**src/design/efs_pkg.sv**
```systemverilog
// Shared types, constants and kernels of the 3x3 edge filter.
// Used by the interfaces, the controller, the datapath and the top level.
package efs_pkg;

   localparam int PIX_W      = 8;
   localparam int WIDTH_W    = 11;
   localparam int HEIGHT_W   = 13;
   localparam int MAX_HEIGHT = 4096;
   localparam int ROW_W      = 13;
   localparam int POS_W      = 14;
   localparam int SUM_W      = 12;
   localparam int SQ_W       = 21;
   localparam int ROOT_IN_W  = 16;
   localparam int ROOT_W     = 8;
   localparam int CSR_INDEX_W = 2;
   localparam int CSR_DATA_W  = 13;

   typedef logic [PIX_W-1:0] pix_type;
   typedef logic [1:0] mode_type;
   typedef logic [CSR_INDEX_W-1:0] csr_index_type;

   localparam mode_type MODE_SOBEL   = 2'd0;
   localparam mode_type MODE_PREWITT = 2'd1;
   localparam mode_type MODE_LAPLACE = 2'd2;

   localparam csr_index_type REG_MODE   = 2'd0;
   localparam csr_index_type REG_WIDTH  = 2'd1;
   localparam csr_index_type REG_HEIGHT = 2'd2;

   localparam logic [WIDTH_W-1:0]  WIDTH_RESET  = 11'd640;
   localparam logic [HEIGHT_W-1:0] HEIGHT_RESET = 13'd480;

   typedef logic signed [3:0] coef_type;
   typedef coef_type kernel_type [9];

   localparam kernel_type SOBEL_X = '{-4'sd1, -4'sd2, -4'sd1, 4'sd0, 4'sd0, 4'sd0,
                                      4'sd1, 4'sd2, 4'sd1};
   localparam kernel_type SOBEL_Y = '{-4'sd1, 4'sd0, 4'sd1, -4'sd2, 4'sd0, 4'sd2,
                                      -4'sd1, 4'sd0, 4'sd1};
   localparam kernel_type PREWITT_X = '{-4'sd1, -4'sd1, -4'sd1, 4'sd0, 4'sd0, 4'sd0,
                                        4'sd1, 4'sd1, 4'sd1};
   localparam kernel_type PREWITT_Y = '{4'sd1, 4'sd0, -4'sd1, 4'sd1, 4'sd0, -4'sd1,
                                        4'sd1, 4'sd0, -4'sd1};
   localparam kernel_type LAPLACE = '{4'sd0, -4'sd1, 4'sd0, -4'sd1, 4'sd4, -4'sd1,
                                      4'sd0, -4'sd1, 4'sd0};

   typedef struct packed {
      logic clear;
      logic accept;
      logic shift;
      logic mask;
      logic corr;
      logic square;
      logic root_start;
      logic load;
   } cmd_type;

   typedef struct packed {
      logic clear_done;
      logic has_result;
      logic root_done;
      logic out_free;
   } status_type;

endpackage

```
**src/design/efs_ctrl.sv**
```systemverilog
// Controller of the edge filter: sequences clearing, fetch, window, filter and root steps.
// Depends on efs_pkg; drives efs_datapath through cmd_type and reads status_type.
module efs_ctrl (
   input  logic                 clock,
   input  logic                 reset,
   input  logic                 req_valid,
   output logic                 req_ready,
   input  efs_pkg::status_type  status,
   output efs_pkg::cmd_type     cmd
);
   import efs_pkg::*;

   typedef enum logic [9:0] {
      ST_CLEAR  = 10'b0000000001,
      ST_IDLE   = 10'b0000000010,
      ST_SHIFT  = 10'b0000000100,
      ST_MASK   = 10'b0000001000,
      ST_CORR   = 10'b0000010000,
      ST_SQUARE = 10'b0000100000,
      ST_ROOT   = 10'b0001000000,
      ST_WAIT   = 10'b0010000000,
      ST_DONE   = 10'b0100000000,
      ST_SPARE  = 10'b1000000000
   } state_type;

   state_type state_ff;
   state_type state_in;

   always_comb begin
      state_in  = state_ff;
      cmd       = '0;
      req_ready = 1'b0;
      unique case (state_ff)
         ST_CLEAR: begin
            cmd.clear = 1'b1;
            if (status.clear_done) begin
               state_in = ST_IDLE;
            end
         end
         ST_IDLE: begin
            req_ready = 1'b1;
            if (req_valid) begin
               cmd.accept = 1'b1;
               state_in   = ST_SHIFT;
            end
         end
         ST_SHIFT: begin
            cmd.shift = 1'b1;
            state_in  = ST_MASK;
         end
         ST_MASK: begin
            if (status.has_result) begin
               cmd.mask = 1'b1;
               state_in = ST_CORR;
            end else begin
               state_in = ST_IDLE;
            end
         end
         ST_CORR: begin
            cmd.corr = 1'b1;
            state_in = ST_SQUARE;
         end
         ST_SQUARE: begin
            cmd.square = 1'b1;
            state_in   = ST_ROOT;
         end
         ST_ROOT: begin
            cmd.root_start = 1'b1;
            state_in       = ST_WAIT;
         end
         ST_WAIT: begin
            if (status.root_done) begin
               state_in = ST_DONE;
            end
         end
         ST_DONE: begin
            if (status.out_free) begin
               cmd.load = 1'b1;
               state_in = ST_IDLE;
            end
         end
         default: begin
            state_in = ST_IDLE;
         end
      endcase
   end

   always_ff @(posedge clock) begin
      if (reset) begin
         state_ff <= ST_CLEAR;
      end else begin
         state_ff <= state_in;
      end
   end

   a_accept_then_shift: assert property (@(posedge clock) disable iff (reset)
      cmd.accept |=> cmd.shift)
      else $error("accepted transaction was not shifted into the window");

   a_root_done_in_wait: assert property (@(posedge clock) disable iff (reset)
      status.root_done |-> (state_ff == ST_WAIT))
      else $error("square root finished outside the wait step");

endmodule

```
**config.mk**
```make
export PLATFORM = sky130hd
export DESIGN_NAME = efs_ctrl
export DESIGN_NICKNAME = d
export VERILOG_FILES = /design/src/design/efs_pkg.sv /design/src/design/efs_ctrl.sv
export SDC_FILE = /design/constraint.sdc
export NUM_CORES = 1
export LEC_CHECK = 0
export ABC_CLOCK_PERIOD_IN_PS = 1800
export BUFFER_PORTS_ARGS = -buffer_cell sky130_fd_sc_hd__buf_2
export CAP_MARGIN = 20
export CORE_AREA = 2 2 39 41
export DETAILED_ROUTE_END_ITERATION = 12
export DIE_AREA = 0 0 41 43
export PLACE_DENSITY = 0.77
export RECOVER_POWER = 100
export SYNTH_ARGS = -nofsm -noshare
export SYNTH_HDL_FRONTEND = slang
export SYNTH_SLANG_ARGS = --single-unit
```
**constraint.sdc**
```tcl
create_clock -name clock -period 1.8 [get_ports clock]
set_input_delay 0.36 -clock clock [delete_from_list [all_inputs] [get_ports clock]]
set_output_delay 0.36 -clock clock [all_outputs]
set_load 0.05 [all_outputs]
```
# After elaboration in Yosys (flattened, before gate mapping)

Cells that the tools add are included.

Input port bits: 7
Logic and storage cells: 33
Flip-flop bits (word level): 10

Reduce and logical (&&, ||, !) cells: 1
Mux-type cells: 18
Eq/ne operators: 13

Operators with widths:

| kind                                            | count |
|---|---|
| one-hot mux 10 bit (9 select lines)             | 1 |
| two-way mux 10 bit                              | 4 |
| two-way mux 1 bit                               | 12 |
| == test 10 x 1 -> 1 bit (second input constant) | 1 |
| == test 10 x 2 -> 1 bit (second input constant) | 1 |
| == test 10 x 3 -> 1 bit (second input constant) | 1 |
| == test 10 x 4 -> 1 bit (second input constant) | 1 |
| == test 10 x 5 -> 1 bit (second input constant) | 1 |
| == test 10 x 6 -> 1 bit (second input constant) | 1 |
| == test 10 x 7 -> 1 bit (second input constant) | 1 |
| == test 10 x 8 -> 1 bit (second input constant) | 1 |
| == test 10 x 9 -> 1 bit (second input constant) | 1 |
| != test 2 bit (second input constant)           | 4 |
| two-way mux 5 bit                               | 1 |
| AND reduction 4 bit                             | 1 |

# Logic depth before layout (Yosys ltp)

Gate-level depths: netlist of the first run.

Word-level depth: 3
Gate-level depth with buffers: 6
Mapped depth without buffers: 5

# Worst setup path before layout of the first run

Ideal clock, no wire load.

Kind: register to output
Start: register state_ff[7]
End: output port cmd[1] in the netlist's numbering
Setup slack: -1.063 ns
Path buffers: 1
Arrival: 2.503 ns
Stages on the path, launching flop included: 5
Required time: 1.440 ns
Cell sequence: dfxtp_1 -> buf_6 -> nor3_1 -> nand2_1 -> nor4b_1

RTL lines:

| item                     | RTL line       | text |
|---|---|---|
| start: declaration       | efs_ctrl.sv:26 | `state_type state_ff;` |
| start signal: assignment | efs_ctrl.sv:92 | `state_ff <= state_in;` |
| end: declaration         | efs_ctrl.sv:9  | `output efs_pkg::cmd_type cmd` |

==> impl_results.md, run 1 <==
* Routed Wire Length at about 2100 um
* Post-synth cell types at 39
* Ys Warns at 0
* PwrDens at roughly 530 mW/mm^2
* Crit path required time at roughly 1.4 ns
* Leading cell types in the layout, fill and taps excluded: buf_4 (15), buf_6 (8), buf_2 (6), dfxtp_4 (5)
* Die footprint at approximately 0.0018 mm^2
* Largest regs: state_ff x9
* Post-DP HPWL at around 1300 um
* Vias per std cell at ~5.8
* Yosys top cell by area: dfxtp_1
* IO Pins at 16
* Finished Cell Area at approximately 0.0011 mm^2
* Internal Power at just under 400 uW
* Hold Vio Cnt, Final at 0
* Total placed cells including tap cells at around 110
* Max reg flops at 9
* Share of layout cells above drive strength 1 at 0.673
* Synth Net Count at 77
* RSZ-0062 raised after global routing: yes
* Max Cap Viol at 0
* Fillers at 74
* Synthesized cell area at about 630 um^2
* Peak Freq at about 530 MHz
* Synth area leaders: dfxtp_1 (29%), nor3_1 (5.6%), nor4b_1 (5.6%), nor4_1 (5.0%), nor4b_4 (3.8%)
* Setup violations, final at 7
* Critical path type: register to output port
* Die height at between 40 and 50 um
* Area Growth Syn to Fin at 78.1%
* Clock latency on the worst-skew pair at 0.27 ns
* Ys flop type: dfxtp_1
* Hold slack at ~0.35 ns
* FF+latch area at 204 um^2
* CP max FO at 4
* Logic pwr share at 0.361
* Sinks on Clock Net at 9
* First DRT Iteration DRCs at 11
* Total GRT Usage at 0.279
* FP Rows at 14
* Clock Tree Root: clkbuf_4
* Area of the multi-input gates at 577 um^2
* Fin crit period at 1.89 ns
* Initial antenna violation count at 0
* PortBufs at 15
* Yosys top cell area share at 0.286
* Total power at approximately 600 uW
* Power share of the clock group at 0.275
* Starting density of the core at 0.455
* LEAKAGE at approximately 0.43 nW
* Final period utilization at 1.05
* FF+latch count, synth at 9
* Post-synth EDFFs at 0
* Final Slew Violations at 0
* CP arrival at approximately 1.5 ns
* Drt wl/cell at about 18 um
* Sequential area share after synthesis at 0.286
* Slew margin rel. at 0.688
* Clock skew at slightly below 0.003 ns
* Failing checks: setup timing
* Sw Share at 0.353
* CP Capture Type: output port
* Sw power at 211 uW
* VDD IR max at 0.424 mV
* Vias in the first global route at between 700 and 800
* Register share of total power at 0.364
* Pin count of the biggest net entering global routing at 9
* Worst-path clk slew at ~0.060 ns
* Largest Register: state_ff
* H-tree Lvls at 1
* Synth Instances at 70
* Num CTS Buffers at 3
* Total global routing overflow at 0
* DP Area at slightly below 900 um^2
* Most common cell after layout, fill and taps aside: buf_4
* DR DRC count at 0
* Core footprint at ~0.0014 mm^2
* Die span in x at around 41 um
* CTS tree: done
* Final Non-Filler Cells at 120
* Status: finished with violations
* Fin nets at 112
* First-pass detailed-route iteration total at 4
* Startpoint Class: register
* Worst-Margin Slew at 0.466 ns
* Gp weighted congestion at about 0.8
* Hold crit path type: input port to register
* Ys async rst share at 0
* Syn avg cell area at 8.99 um^2
* Final ANT Viol Nets at 0
* Final worst setup slack at -0.0856 ns
* Ant diodes at 0
* Clock Path Buffers at 2
* First-pass GRT wire length at roughly 3300 um
* CTS Hold Bufs at 0
* Vias at around 700
## per-stage QoR
step | worst slack, ns | util | setup TNS (ns)
floorplan | -0.105 | - | -0.316
finish | -0.0856 | 0.810 | -0.244
detailed placement | 0.0556 | 0.635 | 0
global placement | 0.111 | 0.635 | 0
CTS | -0.0564 | 0.763 | -0.125
global route | -0.123 | 0.810 | -0.735
## power by group through the flow
stage          Combinational (mW)  Clock, mW  Sequential, mW
3_3_place_gp                0.165          0           0.218
6_report                    0.215      0.164           0.217
3_5_place_dp                0.168          0           0.219
2_1_floorplan               0.124          0           0.221
4_1_cts                     0.192      0.165           0.219
5_1_grt                     0.228      0.172           0.218
## area by class of cell
type,instances,share of cell area
clock buffers,4,0.0234
inverters,2,0.00670
multi-input cells,56,0.515
flip-flops and latches,9,0.182
well taps,16,0.0179
repair buffers,33,0.256
## worst max-delay path: stages (launching register included)
cell and delay, ns:
dfxtp_4 0.36, buf_4 0.14, nor3_4 0.13, nand2_2 0.10
nor4b_4 0.31, buf_6 0.21
## cells by family after synthesis
| family | Yosys count | share of synthesized area |
|---|---|---|
| buffers and inverters | 5 | 0.0497 |
| XOR/XNOR | 2 | 0.0278 |
| AO/OA/AOI/OAI | 8 | 0.107 |
| AND/OR/NAND/NOR | 46 | 0.529 |
| flip-flops | 9 | 0.286 |
## final timing paths
kind	startpoint	endpoint	slack (ns)	cells after the start
max reg2reg	state_ff[1]	state_ff[6]	0.06	6
min reg2reg	state_ff[2]	state_ff[3]	0.61	2
min	reset	state_ff[7]	0.35	2
max	state_ff[7]	cmd[1]	-0.09	5
## cell usage after synthesis, types with 2 or more instances
| cell | instances |
|---|---|
| nor4b_1 | 4 |
| or4b_1 | 2 |
| nand2_1 | 4 |
| dfxtp_1 | 9 |
| nor2_1 | 5 |
| inv_1 | 2 |
| nor3_1 | 7 |
| nand2b_1 | 2 |
| nor4_1 | 5 |
## routing by layer
layer	track usage	up-vias	wire length [um]
met5	0	-	0
met4	0.160	0	29
met3	0.0681	4	70
met2	0.438	16	1170
met1	0.325	339	858
li1	-	338	-
## timing repair
action,CTS,global route
setup buffers,4,5
pin swaps,10,7
setup endpoints to repair,9,11
gates resized for setup,35,11
Note: power is estimated with default switching activity, not from simulation.
==> inputs of run 2 (changes only) <==
--- a/config.mk
+++ b/config.mk
@@ -8,10 +8,10 @@
 export ABC_CLOCK_PERIOD_IN_PS = 1800
 export BUFFER_PORTS_ARGS = -buffer_cell sky130_fd_sc_hd__buf_2
 export CAP_MARGIN = 20
-export CORE_AREA = 2 2 39 41
+export CORE_AREA = 2 2 47 49
 export DETAILED_ROUTE_END_ITERATION = 12
-export DIE_AREA = 0 0 41 43
-export PLACE_DENSITY = 0.77
+export DIE_AREA = 0 0 49 51
+export PLACE_DENSITY = 0.57
 export RECOVER_POWER = 100
 export SYNTH_ARGS = -nofsm -noshare
 export SYNTH_HDL_FRONTEND = slang
==> run 2 against run 1 <==
The run still ends with setup timing left; critical path type unchanged; clock skew is 0.0019 ns lower; hold slack worse by 0.00073 ns; non-clock buffer count is 1 higher; core utilization is 26 points lower.
==> impl_results.md, run 2 (synthesis results as in run 1) <==
* Total GRT Usage at 0.149
* Failing checks: setup timing
* Worst-path clk slew at around 0.06 ns
* IO Pins at 16
* Clock Path Buffers at 2
* Fin Setup TNS at -0.225 ns
* PortBufs at 15
* Die span in x at between 40 and 50 um
* CP startpoint: state_ff[4]
* Fin crit period at ~1.9 ns
* Max reg flops at 9
* Post-DP HPWL at 1220 um
* Sinks on Clock Net at 9
* Total power at 580 uW
* Slew margin rel. at 0.666
* Routed Wire Length at 1900 um
* LEAKAGE at about 0.43 nW
* CP arrival at ~1.5 ns
* Drt wl/cell at approximately 14 um
* Setup violations, final at 5
* RSZ-0062 raised after global routing: yes
* First DRT Iteration DRCs at 14
* First-pass GRT wire length at between 2000 and 3000 um
* Critical path type: register to output port
* Vias in the first global route at 600
* Status: finished with violations
* Max Cap Viol at 0
* Core Util, Final at 0.554
* Die height at 51 um
* Most common cell after layout, fill and taps aside: buf_4
* Ant diodes at 0
* Hold Vio Cnt, Final at 0
* CP max FO at 7
* Vias per std cell at ~5.2
* Hold path cells at 2
* R2R depth at 6
* Pin count of the biggest net entering global routing at 9
* Largest regs: state_ff x9
* Setup slack, reg-to-reg at 0 ns
* Final Slew Violations at 0
* CP Capture Type: output port
* Num CTS Buffers at 3
* Clock Tree Root: clkbuf_4
* Share of layout cells above drive strength 1 at 0.676
* Crit path required time at around 1.4 ns
* Final period utilization at 1.04
* H-tree Lvls at 1
* Worst R2R End: state_ff[1]
* Die footprint at between 0.002 and 0.0025 mm^2
* Worst-Margin Slew at ~0.49 ns
* Min-Delay Startpoint: reset
* Clock skew at roughly 0.0010 ns
* Starting density of the core at 0.305
* Total global routing overflow at 0
* Area Growth Syn to Fin at 81.7%
* Gp weighted congestion at 0.787
* VDD IR max at approximately 0.3 mV
* Largest Register: state_ff
* First-pass detailed-route iteration total at 4
* Startpoint Class: register
* CTS tree: done
* Reg-to-reg startpoint: state_ff[4]
* Peak Freq at roughly 540 MHz
* Hold EP: state_ff[8]
* Vias at between 600 and 700
* DR DRC count at 0
* Clock latency on the worst-skew pair at approximately 0.26 ns
* Fillers at 184
* Initial antenna violation count at 0
* Fin nets at around 110
* Hold crit path type: input port to register
* CTS Hold Bufs at 0
* FP Rows at 17
* Core footprint at approximately 0.0021 mm^2
* Final worst setup slack at -0.0637 ns
* Leading cell types in the layout, fill and taps excluded: buf_4 (15), buf_6 (9), buf_2 (6), dfxtp_4 (6)
* Final ANT Viol Nets at 0
* PwrDens at about 510 mW/mm^2
## run 2: changes by cell type in the layout (fill, tap and decap cells not counted), sizes merged
cell	delta
buf	+1
## run 2: metal layers
metal  share of wire  global-route usage  vias to the layer above
met4           0.011              0.0714                        0
li1                -                   -                      343
met5               0                   0                        -
met3           0.037              0.0526                        4
met2            0.50               0.237                       16
met1            0.45               0.180                      323
## run 2: where the power goes
group          internal [mW]  total (mW)  switching (mW)
registers              0.199       0.213          0.0144
clock network         0.0856       0.160          0.0742
logic                 0.0943       0.207           0.113
## run 2: worst max path at each step
stage	end	slack, ns	cells past startpoint
CTS	cmd[6]	-0.05	5
detailed placement	cmd[6]	0.05	5
global route	cmd[6]	-0.14	5
finish	cmd[6]	-0.06	5
floorplan	cmd[1]	-0.10	4
global placement	cmd[6]	0.09	5
## run 2: cell type report
class                   instances  area (um^2)  area share
multi-input cells              56          576       0.503
repair buffers                 34          293       0.256
flip-flops and latches          9          206       0.181
well taps                      28         35.0      0.0306
clock buffers                   4         26.3      0.0230
inverters                       2         7.51     0.00656
## run 2: metrics by stage
| stage | setup slack, ns | std cells | hold slack (ns) | cell area (um^2) |
|---|---|---|---|---|
| CTS | -0.0548 | 126 | 0.334 | 1040 |
| global route | -0.139 | 133 | 0.350 | 1140 |
| floorplan | -0.105 | 70 | 0.429 | 743 |
| finish | -0.0637 | 133 | 0.344 | 1140 |
| detailed placement | 0.0535 | 117 | 0.577 | 878 |
| global placement | 0.0851 | 117 | 0.576 | 878 |
## run 2: critical path, cell delays in order (launching register included)
cell and delay (ns):
dfxtp_4 0.37, nor4_4 0.33, nand2_4 0.14, nor2_4 0.11, and2_4 0.15, buf_8 0.13
## run 2: repair_timing
action                     4_1_cts  5_1_grt
gates resized for setup         33       16
buffers inserted                 5        7
pin swaps                        5        9
setup endpoints to repair        9       10
